## src/stepper_phase_sequencer_top_assert.svh

```systemverilog
// Assertion macros used by the stepper phase sequencer top module.
`ifndef STEPPER_PHASE_SEQUENCER_TOP_ASSERT_SVH
`define STEPPER_PHASE_SEQUENCER_TOP_ASSERT_SVH

// Same-cycle implication, disabled while reset is held.
`define SPS_ASSERT_NOW(label, clk_s, rstn_s, ante, cons) \
  label: assert property (@(posedge clk_s) disable iff (!(rstn_s)) (ante) |-> (cons)) \
    else $error("sps assertion failed");

// Next-cycle implication, disabled while reset is held.
`define SPS_ASSERT_NEXT(label, clk_s, rstn_s, ante, cons) \
  label: assert property (@(posedge clk_s) disable iff (!(rstn_s)) (ante) |=> (cons)) \
    else $error("sps assertion failed");

`endif

```

## src/sps_pkg.sv

```systemverilog
package sps_pkg;

  // Widths of the internal datapath.
  localparam int STEPS_W   = 20;
  localparam int PHASE_W   = 3;
  localparam int POS_W     = 24;
  localparam int ANGLE_W   = 21;
  localparam int CFG_ADDR_W = 4;
  localparam int CFG_DATA_W = 32;

  // Input beat and result beat.
  typedef struct packed {
    logic        op;
    logic [15:0] move_degrees;
    logic        clockwise;
  } in_beat_t;

  typedef struct packed {
    logic [3:0]          coils;
    logic [1:0]          status;
    logic [STEPS_W-1:0]  steps_left;
    logic signed [15:0]  angle_deg;
  } out_beat_t;

  // Operation codes.
  localparam logic OP_REQUEST = 1'b0;
  localparam logic OP_TICK    = 1'b1;

  // Status codes.
  localparam logic [1:0] ST_LOADED  = 2'd0;
  localparam logic [1:0] ST_STEPPED = 2'd1;
  localparam logic [1:0] ST_EMPTY   = 2'd2;
  localparam logic [1:0] ST_LIMIT   = 2'd3;

  // Step modes.
  localparam logic [1:0] MODE_WAVE = 2'd0;
  localparam logic [1:0] MODE_FULL = 2'd1;
  localparam logic [1:0] MODE_HALF = 2'd2;

  // Register indexes (byte address divided by four).
  localparam logic [1:0] REG_STEP_MODE = 2'd0;
  localparam logic [1:0] REG_MIN_ANGLE = 2'd1;
  localparam logic [1:0] REG_MAX_ANGLE = 2'd2;

  // Reset values of the registers.
  localparam logic [1:0]        STEP_MODE_RST = MODE_FULL;
  localparam logic signed [15:0] MIN_ANGLE_RST = -16'sd180;
  localparam logic signed [15:0] MAX_ANGLE_RST = 16'sd180;

  // ceil(2^31 / 45); exact floor(x / 45) for any x below 2^25.
  localparam logic [25:0] RECIP_45 = 26'd47721859;

  // Coil drive tables.
  localparam logic [3:0] WAVE_TBL [8] = '{4'h8, 4'h4, 4'h2, 4'h1, 4'h8, 4'h4, 4'h2, 4'h1};
  localparam logic [3:0] FULL_TBL [8] = '{4'hc, 4'h6, 4'h3, 4'h9, 4'hc, 4'h6, 4'h3, 4'h9};
  localparam logic [3:0] HALF_TBL [8] = '{4'h8, 4'hc, 4'h4, 4'h6, 4'h2, 4'h3, 4'h1, 4'h9};

  // Coil pattern of a phase entry; the unused mode falls back to full step.
  function automatic logic [3:0] coil_pattern(input logic [1:0] mode,
                                              input logic [PHASE_W-1:0] idx);
    logic [3:0] pat;
    case (mode)
      MODE_WAVE: pat = WAVE_TBL[idx];
      MODE_HALF: pat = HALF_TBL[idx];
      default:   pat = FULL_TBL[idx];
    endcase
    return pat;
  endfunction

endpackage

```

## src/stepper_phase_sequencer_top.sv

```systemverilog
// Channel   | Direction | Handshake             | Beat
// ----------+-----------+-----------------------+-----------------------------
// in_       | input     | in_valid / in_ready   | in_beat_t (op, move, cw)
// out_      | output    | out_valid / out_ready | out_beat_t (coils, status...)
// config    | input     | psel/penable/pwrite   | 32-bit registers at 0, 4, 8
//
// Each beat is consumed with the state registers and its result is registered
// at the same edge; a new beat enters every cycle unless out_ready stalls output.
// The critical path is the 16x26 step count multiply or the angle compare.
// in_ready is high whenever the result register is empty or being drained.
// Synchronous active-low reset clears the state, registers and out_valid.
module stepper_phase_sequencer_top
  import sps_pkg::*;
(
  input  logic                  clk,
  input  logic                  rst_n,
  input  logic                  in_valid,
  output logic                  in_ready,
  input  in_beat_t              in_data,
  output logic                  out_valid,
  input  logic                  out_ready,
  output out_beat_t             out_data,
  input  logic                  psel,
  input  logic                  penable,
  input  logic                  pwrite,
  input  logic [CFG_ADDR_W-1:0] paddr,
  input  logic [CFG_DATA_W-1:0] pwdata,
  output logic [CFG_DATA_W-1:0] prdata,
  output logic                  pready
);

  // Configuration registers.
  logic [1:0]         mode_r;
  logic signed [15:0] min_r;
  logic signed [15:0] max_r;
  logic               cfg_wr;
  logic [1:0]         cfg_idx;

  // Motion state.
  logic [STEPS_W-1:0]      steps_r, steps_nxt;
  logic [PHASE_W-1:0]      phase_r, phase_nxt;
  logic                    cw_r, cw_nxt;
  logic signed [POS_W-1:0] pos_r, pos_nxt;

  // Result register.
  logic      out_valid_r;
  out_beat_t out_data_r, out_data_nxt;

  logic                      acc;
  logic signed [POS_W-1:0]   pos_inc, pos_dec;
  logic signed [ANGLE_W-1:0] ang_cur, ang_inc, ang_dec, ang_nxt;
  logic signed [ANGLE_W-1:0] min_ext, max_ext;
  logic                      limit_hit;
  logic [41:0]               cnt_prod;
  logic [STEPS_W-1:0]        cnt_half, cnt_full;
  logic [1:0]                status_nxt;

  // Configuration port: writes in the access phase, reads combinational.
  assign pready  = 1'b1;
  assign cfg_idx = paddr[CFG_ADDR_W-1:2];
  assign cfg_wr  = psel && penable && pwrite && pready;

  always_ff @(posedge clk) begin
    if (!rst_n) begin
      mode_r <= STEP_MODE_RST;
      min_r  <= MIN_ANGLE_RST;
      max_r  <= MAX_ANGLE_RST;
    end else if (cfg_wr) begin
      case (cfg_idx)
        REG_STEP_MODE: mode_r <= pwdata[1:0];
        REG_MIN_ANGLE: min_r  <= pwdata[15:0];
        REG_MAX_ANGLE: max_r  <= pwdata[15:0];
        default: ;
      endcase
    end
  end

  always_comb begin
    case (cfg_idx)
      REG_STEP_MODE: prdata = {30'd0, mode_r};
      REG_MIN_ANGLE: prdata = {{16{min_r[15]}}, min_r};
      REG_MAX_ANGLE: prdata = {{16{max_r[15]}}, max_r};
      default:       prdata = '0;
    endcase
  end

  // Handshake: the result register frees itself when drained.
  assign in_ready  = !out_valid_r || out_ready;
  assign acc       = in_valid && in_ready;
  assign out_valid = out_valid_r;
  assign out_data  = out_data_r;

  // Angles before and after a step in either direction.
  assign pos_inc = pos_r + POS_W'(1);
  assign pos_dec = pos_r - POS_W'(1);

  sps_angle u_ang_cur (.pos(pos_r),   .angle(ang_cur));
  sps_angle u_ang_inc (.pos(pos_inc), .angle(ang_inc));
  sps_angle u_ang_dec (.pos(pos_dec), .angle(ang_dec));

  assign min_ext   = ANGLE_W'(min_r);
  assign max_ext   = ANGLE_W'(max_r);
  assign limit_hit = (ang_cur <= min_ext) || (ang_cur >= max_ext);

  // Step count: degrees * 512/45 (half step) or * 256/45, by reciprocal.
  assign cnt_prod = 42'(in_data.move_degrees) * 42'(RECIP_45);
  assign cnt_half = cnt_prod[41:22];
  assign cnt_full = {1'b0, cnt_prod[41:23]};

  // Next state and result of the beat on the input.
  always_comb begin
    steps_nxt  = steps_r;
    phase_nxt  = phase_r;
    cw_nxt     = cw_r;
    pos_nxt    = pos_r;
    ang_nxt    = ang_cur;
    status_nxt = ST_EMPTY;
    if (in_data.op == OP_REQUEST) begin
      cw_nxt     = in_data.clockwise;
      steps_nxt  = (mode_r == MODE_HALF) ? cnt_half : cnt_full;
      status_nxt = ST_LOADED;
    end else if (steps_r == '0) begin
      status_nxt = ST_EMPTY;
    end else if (limit_hit) begin
      steps_nxt  = '0;
      status_nxt = ST_LIMIT;
    end else begin
      steps_nxt  = steps_r - STEPS_W'(1);
      status_nxt = ST_STEPPED;
      if (cw_r) begin
        phase_nxt = phase_r + PHASE_W'(1);
        pos_nxt   = pos_inc;
        ang_nxt   = ang_inc;
      end else begin
        phase_nxt = phase_r - PHASE_W'(1);
        pos_nxt   = pos_dec;
        ang_nxt   = ang_dec;
      end
    end
    out_data_nxt.coils      = coil_pattern(mode_r, phase_nxt);
    out_data_nxt.status     = status_nxt;
    out_data_nxt.steps_left = steps_nxt;
    out_data_nxt.angle_deg  = ang_nxt[15:0];
  end

  // State and output valid.
  always_ff @(posedge clk) begin
    if (!rst_n) begin
      steps_r     <= '0;
      phase_r     <= '0;
      cw_r        <= 1'b1;
      pos_r       <= '0;
      out_valid_r <= 1'b0;
    end else begin
      if (acc) begin
        steps_r <= steps_nxt;
        phase_r <= phase_nxt;
        cw_r    <= cw_nxt;
        pos_r   <= pos_nxt;
      end
      if (acc) begin
        out_valid_r <= 1'b1;
      end else if (out_ready) begin
        out_valid_r <= 1'b0;
      end
    end
  end

  // Result payload.
  always_ff @(posedge clk) begin
    if (acc) begin
      out_data_r <= out_data_nxt;
    end
  end

  `include "stepper_phase_sequencer_top_assert.svh"

  // A taken step consumes exactly one step.
  `SPS_ASSERT_NEXT(a_step_consumes, clk, rst_n, acc && (in_data.op == OP_TICK) && (steps_r != '0) && !limit_hit, (steps_r == $past(steps_r) - STEPS_W'(1)) && (out_data.status == ST_STEPPED))

  // A limit stop clears the remaining count and holds the position.
  `SPS_ASSERT_NEXT(a_limit_clears, clk, rst_n, acc && (in_data.op == OP_TICK) && (steps_r != '0) && limit_hit, (steps_r == '0) && (pos_r == $past(pos_r)) && (out_data.status == ST_LIMIT))

  // The phase only ever moves by one entry per beat.
  `SPS_ASSERT_NEXT(a_phase_moves_one, clk, rst_n, acc, (phase_r == $past(phase_r)) || (phase_r == $past(phase_r) + PHASE_W'(1)) || (phase_r == $past(phase_r) - PHASE_W'(1)))

  // An empty result register never blocks the input.
  `SPS_ASSERT_NOW(a_ready_when_empty, clk, rst_n, !out_valid_r, in_ready)

endmodule

```

## src/sps_angle.sv

```systemverilog
// Angle in whole degrees from a position in units of 45/512 degree,
// truncated toward zero.
module sps_angle
  import sps_pkg::*;
(
  input  logic signed [POS_W-1:0]   pos,
  output logic signed [ANGLE_W-1:0] angle
);

  localparam int PROD_W = POS_W + 6;

  logic signed [PROD_W-1:0] pos_ext;
  logic signed [PROD_W-1:0] prod;
  logic signed [PROD_W-1:0] biased;

  // Multiply by 45 as a sum of shifts.
  assign pos_ext = PROD_W'(pos);
  assign prod    = (pos_ext <<< 5) + (pos_ext <<< 3) + (pos_ext <<< 2) + pos_ext;

  // Bias negative values so the shift by nine rounds toward zero.
  assign biased = prod + (pos[POS_W-1] ? PROD_W'(511) : PROD_W'(0));
  assign angle  = biased[PROD_W-1:9];

endmodule
```

## config.mk

```make
export PLATFORM = sky130hd
export DESIGN_NAME = stepper_phase_sequencer_top
export DESIGN_NICKNAME = d
export VERILOG_FILES = /design/src/sps_pkg.sv /design/src/stepper_phase_sequencer_top.sv /design/src/sps_angle.sv
export VERILOG_INCLUDE_DIRS = /design/src /design/src/src
export SDC_FILE = /design/constraint.sdc
export NUM_CORES = 1
export LEC_CHECK = 0
export ABC_AREA = 1
export BUFFER_PORTS_ARGS = -buffer_cell sky130_fd_sc_hd__clkbuf_2
export CAP_MARGIN = 25
export CORE_MARGIN = 4
export CORE_UTILIZATION = 45
export DETAILED_ROUTE_END_ITERATION = 12
export SKIP_CTS_REPAIR_TIMING = 1
export SYNTH_ARGS = -nofsm -noshare
export SYNTH_HDL_FRONTEND = slang
export SYNTH_SLANG_ARGS = --single-unit
```

## constraint.sdc

```tcl
create_clock -name clk -period 5.9 [get_ports clk]
set_clock_uncertainty 0.1 [all_clocks]
set_input_delay 0.59 -clock clk [delete_from_list [all_inputs] [get_ports clk]]
set_output_delay 0.59 -clock clk [all_outputs]
set_load 0.02 [all_outputs]
```

# [Word level (Yosys, flattened, before mapping)]
# Memory sizes are Yosys's and may differ from the RTL's.
# Cells that the tools add are included.
[word_totals] regBits=125 romBits=96 input_bits=61 out_inout_bits=77 wordCells=88 memories=3
[op_classes] n_addsub=17 multipliers=1 magnitude_cmp=3 eq_ne=3 n_mux=28 n_bitwise=4 reduce_logical=16
[mem_list] name="(name not given)" words=8 word_bits=4 read_ports=1 rd_ports_with_merged_regs=0 write_ports=0 line="sps_pkg.sv:65" rtl="default: pat = FULL_TBL[idx];"
[mem_list] name="(name not given)" words=8 word_bits=4 read_ports=1 rd_ports_with_merged_regs=0 write_ports=0 line="sps_pkg.sv:64" rtl="MODE_HALF: pat = HALF_TBL[idx];"
[mem_list] name="(name not given)" words=8 word_bits=4 read_ports=1 rd_ports_with_merged_regs=0 write_ports=0 line="sps_pkg.sv:63" rtl="MODE_WAVE: pat = WAVE_TBL[idx];"
[op_table] operator="25-bit adder" n=4
[op_table] operator="32-bit one-hot mux with 3 select lines" n=1
[op_table] operator="20-bit 2-to-1 mux" n=4
[op_table] operator="16-bit 2-to-1 mux" n=4
[op_table] operator="25-bit by 10-bit adder with 25-bit output" n=2
[op_table] operator="25-bit by 24-bit adder with 25-bit output" n=2
[op_table] operator="16-bit by 26-bit multiplier with 42-bit output, second input constant" n=1
[op_table] operator="29-bit by 27-bit adder with 30-bit output" n=1
[op_table] operator="30-bit by 10-bit adder with 30-bit output" n=1
[op_table] operator="30-bit by 24-bit adder with 30-bit output" n=1
[op_table] operator="30-bit by 26-bit adder with 30-bit output" n=1
[op_table] operator="9-bit 2-to-1 mux" n=3
[op_table] operator="24-bit by 2-bit adder with 24-bit output, second input constant" n=1
[op_table] operator="24-bit 2-to-1 mux" n=1
[op_table] operator="4-bit 2-to-1 mux" n=6
[op_table] operator="24-bit by 2-bit subtractor with 24-bit output, second input constant" n=1
[op_table] operator="21-bit by 16-bit greater-or-equal comparator with 1-bit output" n=1
[op_table] operator="21-bit by 16-bit <= comparator with 1-bit output" n=1
[op_table] operator="20-bit zero test" n=1
[op_table] operator="20-bit by 1-bit subtractor with 20-bit output, second input constant" n=1
[op_table] operator="3-bit 2-to-1 mux" n=4
[op_table] operator="4-bit one-hot mux with 2 select lines" n=1
[op_table] operator="2-bit AND reduction" n=4
[op_table] operator="2-bit equality test, second input constant" n=2
[op_table] operator="15 further kinds" n=23

# [Depth between registers and ports, before layout]
[logic_depth] depth_word=14 mapped_depth=38 ltp_nobuf=36

# [By module]
# From an unflattened synthesis, not the netlist that was laid out.
[unflattened] hier_cells=3424 hier_area_um2=24577.3
[by_module_without_submodules] mod="stepper_phase_sequencer_top" instances=1 cells_per_inst=2045 area_each_um2=14819.2 seq_area_each_um2=2922.8
[by_module_without_submodules] mod="sps_angle (u_ang_cur)" instances=1 cells_per_inst=464 area_each_um2=3271.9 seq_area_each_um2=0.0
[by_module_without_submodules] mod="sps_angle (u_ang_dec)" instances=1 cells_per_inst=457 area_each_um2=3251.9 seq_area_each_um2=0.0
[by_module_without_submodules] mod="sps_angle (u_ang_inc)" instances=1 cells_per_inst=458 area_each_um2=3234.4 seq_area_each_um2=0.0

# [Worst setup path before layout]
# No wires, ideal clock.
[synth_path] path_kind="register to register" startpoint="reg pos_r[0]" endpoint="reg out_data_r, in the netlist out_data[39], data pin" setup_time_ns=0.254 arrival_ns=6.001 required_time_ns=5.546 slack_ns=-0.455 stages_incl_launch_ff=37 n_path_buf=3 period_less_slack_ns=6.355 cell_sequence="dfxtp_1 > buf_4 > inv_1 > fa_1 > inv_1 > fa_1 > fa_1 > ha_1 > nand2_1 > nor4_1 > nand2_1 > nand3_1 > nand3_1 > nand2_1 > a21o_1 > nand2_1 > nand2_1 > xor2_1 > inv_1 > ha_1 > nand2_1 > inv_1 > o21ai_0 > nand2_1 > a21oi_1 > nand3_1 > nand2_1 > nand3_2 > nor2_4 > nand2_2 > buf_6 > buf_4 > xor2_1 > ha_1 > nor2_1 > a21oi_1 > nand2_1"
[synth_lines] item="start: declaration" line="stepper_phase_sequencer_top.sv:43" rtl="logic signed [POS_W-1:0] pos_r, pos_nxt;"
[synth_lines] item="start signal: assignment" line="stepper_phase_sequencer_top.sv:159" rtl="pos_r <= pos_nxt;"
[synth_lines] item="end signal: assignment" line="stepper_phase_sequencer_top.sv:172" rtl="out_data_r <= out_data_nxt;"
[synth_lines] item="end: declaration" line="stepper_phase_sequencer_top.sv:47" rtl="out_beat_t out_data_r, out_data_nxt;"

# [Worst setup path after layout]
[layout_path] startpoint="reg pos_r[0]" endpoint="reg out_data_r, in the netlist out_data[3], data pin"
[layout_between] elab_chain_len=9 elab_cells_between_ends=23 classes_between="add/sub (14); order compare (2); mux (6); reduce/logical (1)"
[layout_lines] item="29-bit by 27-bit adder with 30-bit output (tied with other cells)" line="sps_angle.sv:18" rtl="assign prod = (pos_ext <<< 5) + (pos_ext <<< 3) + (pos_ext <<< 2) + pos_ext;"
[layout_lines] item="30-bit by 26-bit adder with 30-bit output or 25-bit adder (tied branches)" line="sps_angle.sv:18"
[layout_lines] item="30-bit by 24-bit adder with 30-bit output or 25-bit adder (tied branches)" line="sps_angle.sv:18"
[layout_lines] item="30-bit by 10-bit adder with 30-bit output or 25-bit by 24-bit adder with 25-bit output (tied branches)" line="sps_angle.sv:21, sps_angle.sv:18"
[layout_lines] item="21-bit by 16-bit <= comparator with 1-bit output (tied with other cells)" line="stepper_phase_sequencer_top.sv:103" rtl="assign limit_hit = (ang_cur <= min_ext) || (ang_cur >= max_ext);"
[layout_lines] item="1-bit logical OR or 16-bit 2-to-1 mux (tied branches)" line="stepper_phase_sequencer_top.sv:103, stepper_phase_sequencer_top.sv:130"
[layout_lines] item="16-bit 2-to-1 mux" line="stepper_phase_sequencer_top.sv:124" rtl="end else if (limit_hit) begin"
[layout_lines] item="16-bit 2-to-1 mux" line="stepper_phase_sequencer_top.sv:122" rtl="end else if (steps_r == '0) begin"
[layout_lines] item="16-bit 2-to-1 mux *" line="stepper_phase_sequencer_top.sv:118" rtl="if (in_data.op == OP_REQUEST) begin"
[layout_lines] item="via ang_nxt[3]" line="stepper_phase_sequencer_top.sv:51" rtl="logic signed [ANGLE_W-1:0] ang_cur, ang_inc, ang_dec, ang_nxt;"
# Mark *: on every way through the listed nets, which the timed path passes. The rest lies on a longest branch.
# A chain may end at the register's enable or synchronous reset.

==> out/results.ini <==
[synth]
postSynthNetCount = 3577
yosysUniqueCellTypes = 61
synthCells = 2950
synth_most_common_cell = sky130_fd_sc_hd__inv_1
synthTopCellsByArea = sky130_fd_sc_hd__fa_1 (21%), sky130_fd_sc_hd__ha_1 (18%), sky130_fd_sc_hd__inv_1 (9.2%), sky130_fd_sc_hd__nand2_1 (8.9%), sky130_fd_sc_hd__dfxtp_1 (7.5%)
synth_async_sr_flop_share = 0
yosys.area_share.adder = 0.3978
synth.area.mux_share = 0.0004489
synth_seq_area_share = 0.1311
ys_ff_latch = 125
synth-simple-area-share = 0.2030
synth_largest_type_area_fraction = 0.2137
synth-xor-area-share = 0.02862
syn_avg_cell_area_um2 = 7.558
synth-main-ff-cell = sky130_fd_sc_hd__dfxtp_1
synth.cell_area_mm2 = 0.02230
compound_gate_fraction_of_synth_area = 0.1276
synth_top_family_by_area = adder cells
yosys_warnings = 0
edff_count_synth = 42
ranking_of_synthesized_cells_by_instance_count = sky130_fd_sc_hd__inv_1 (546), sky130_fd_sc_hd__nand2_1 (526), sky130_fd_sc_hd__ha_1 (328), sky130_fd_sc_hd__fa_1 (238), sky130_fd_sc_hd__nor2_1 (212)
post_synth_top_area_cell = sky130_fd_sc_hd__fa_1

[grt]
antenna_found_initial = 1
grt-ovfl-total = 0
grt_pass1_vias = 21291
largest_net_degree_at_the_start_of_global_routing = 62
grt_pass1_wl_mm = 114.6
global_route.usage.total = 0.2711

[flow_run]
drv_cap = 0

[timing]
fmax_ghz = 0.1618
report.final.setup_viol = 50
slew_headroom = 0.2924
final_min_period_over_clock_period = 1.047
worst_pin_slew_ns = 1.061
final_critical_path_setup_slack_ns = -0.2801
final_hold_viol_count = 0
timing_max_transition_violations_final = 0
minimum_period_implied_by_the_final_worst_setup_slack_ns = 6.180
fin_tns_setup_ns = -7.213
setup_repair_after_global_routing_missed_its_margin = yes

[floorplanning]
die_x_um = 230.6
floorplan.initialDensity = 0.4555
floorplan.core_area_mm2 = 0.04895
io_pins = 138
die_h_um = 230.6
design.die.area_mm2 = 0.05317
placement_rows = 81

[drt]
drt-initial-drc-count = 1385
detailroute.wirelength.met2_mm = 33.26
drt_pre_antenna_iters = 6
vias = 21145
post-route-drc-count = 0
drt.antenna.violating_nets = 0
avgViaCountPerCell = 5.230
wl_met1_mm = 34.24
met3WireLength_mm = 3.934
wl_per_cell_um = 17.94
maxUsedRoutingLayer = met4
postRouteWirelength_mm = 72.55

[clocking]
numClockSinks = 125
cts-htree-levels = 4
clockRootBuffer = sky130_fd_sc_hd__clkbuf_16
cts-root-to-sink-buffers = 2
path_clk_slew_ns = 0.07
tritoncts.num_buffers = 17
insertion_delay_ns = 0.45
cts_tree = yes

[place]
dp.final_hpwl_mm = 62.10
io_buffer_count = 118
gp_congestion = 0.9689
post_dp_cell_area_mm2 = 0.02594

[worst_setup_path]
cp_slowest_stage_delay_ns = 0.53
slowest_stage = sky130_fd_sc_hd__fa_1
rr_worst_depth = 32
req_time_crit_path_ns = 5.99
path_class = flip-flop to flip-flop
timing.critical_path.to_type = flip-flop
path_common_cell = sky130_fd_sc_hd__nand2_1
critical_path_launch_point_type = flip-flop
worst-path-max-fanout = 6
critical_path_at_ns = 6.27

[outcome]
failed_checks = negative setup slack
run_status = finished, violations left

[finish]
stdcell_area_mm2 = 0.02723
insertedDiodeCount = 0
layout-drive-gt1-share = 0.1953
layout-area-overhead-vs-synth_pct = 22.14
num-nets-final = 3993

[worst_hold_path]
whs_path_depth = 3
hold_class = input port to flip-flop

[layout by cell type (no fill, tap or decap), types with 53 or more instances in the layout]
master / instances
sky130_fd_sc_hd__xor2_1: 53
sky130_fd_sc_hd__clkbuf_2: 118
sky130_fd_sc_hd__nor2_1: 208
sky130_fd_sc_hd__dfxtp_1: 78
sky130_fd_sc_hd__buf_4: 328
sky130_fd_sc_hd__nand3_1: 150
sky130_fd_sc_hd__a21oi_1: 194
sky130_fd_sc_hd__nand2_1: 508
sky130_fd_sc_hd__fa_1: 236
sky130_fd_sc_hd__o21ai_0: 153
sky130_fd_sc_hd__inv_1: 539
sky130_fd_sc_hd__ha_1: 316
[final timing paths]
path             start           to  slack [ns]
max           pos_r[0]  out_data[3]       -0.28
min          pwdata[6]     min_r[6]        0.29
max reg2reg   pos_r[0]  out_data[3]       -0.28
min reg2reg   max_r[3]     max_r[3]        0.40
[metrics by stage]
| stage | hold WS (ns) | setup WS [ns] | cells | utilization |
|---|---|---|---|---|
| 3_3_place_gp | 0.3744 | -0.5331 | 4000 | 0.5299 |
| 5_1_grt | 0.2805 | -0.5577 | 4043 | 0.5563 |
| 6_report | 0.2860 | -0.2801 | 4043 | 0.5563 |
| 3_5_place_dp | 0.3850 | -0.6517 | 4000 | 0.5299 |
| 2_1_floorplan | 0.3547 | -0.09115 | 2950 | - |
| 4_1_cts | 0.2620 | -0.4088 | 4032 | 0.5421 |
[routing by layer]
metal	vias up	track usage
li1	10428	-
met1	10032	0.3915
met2	621	0.4451
met3	64	0.02739
met4	0	0.05425
met5	-	0
[sequential cells by signal (all words and copies together), names as in the netlist]
name / count
cw_r: 1
max_r: 16
min_r: 16
mode_r: 2
out_data: 42
out_valid: 1
phase_r: 3
pos_r: 24
steps_r: 20
[logic make-up (layout without fill, tap and decap cells)]
logic type,count (synthesis),after routing
and+or+nand+nor,1042,1042
buffers and inverters,625,1054
adders and majority gates,566,566
AOI/OAI and AO/OA,518,518
DFF,125,125
xor gates and xnor gates,72,72
other,1,1
muxes,1,1
[final cells by class]
class	count	area, um^2
clock buffers	18	450.4
clock inverters	14	145.1
fillers	4705	21720
inverters	563	2147
multi-input cells	2200	17490
flip-flops and latches	125	2932
well taps	664	830.8
repair buffers	459	3241
[worst max-delay path, delay by kind of cell (launching register included)]
kind,cells,cell delay (ns)
AOI/OAI and AO/OA,4,0.50
and+or+nand+nor,17,2.04
adders and majority gates,5,2.09
xor gates and xnor gates,1,0.19
buffers and inverters,5,0.62
DFF,1,0.35
Power is left out: the tool's default activity adds up to more than one toggle a clock period on the data nets, which glitch-free logic cannot reach.
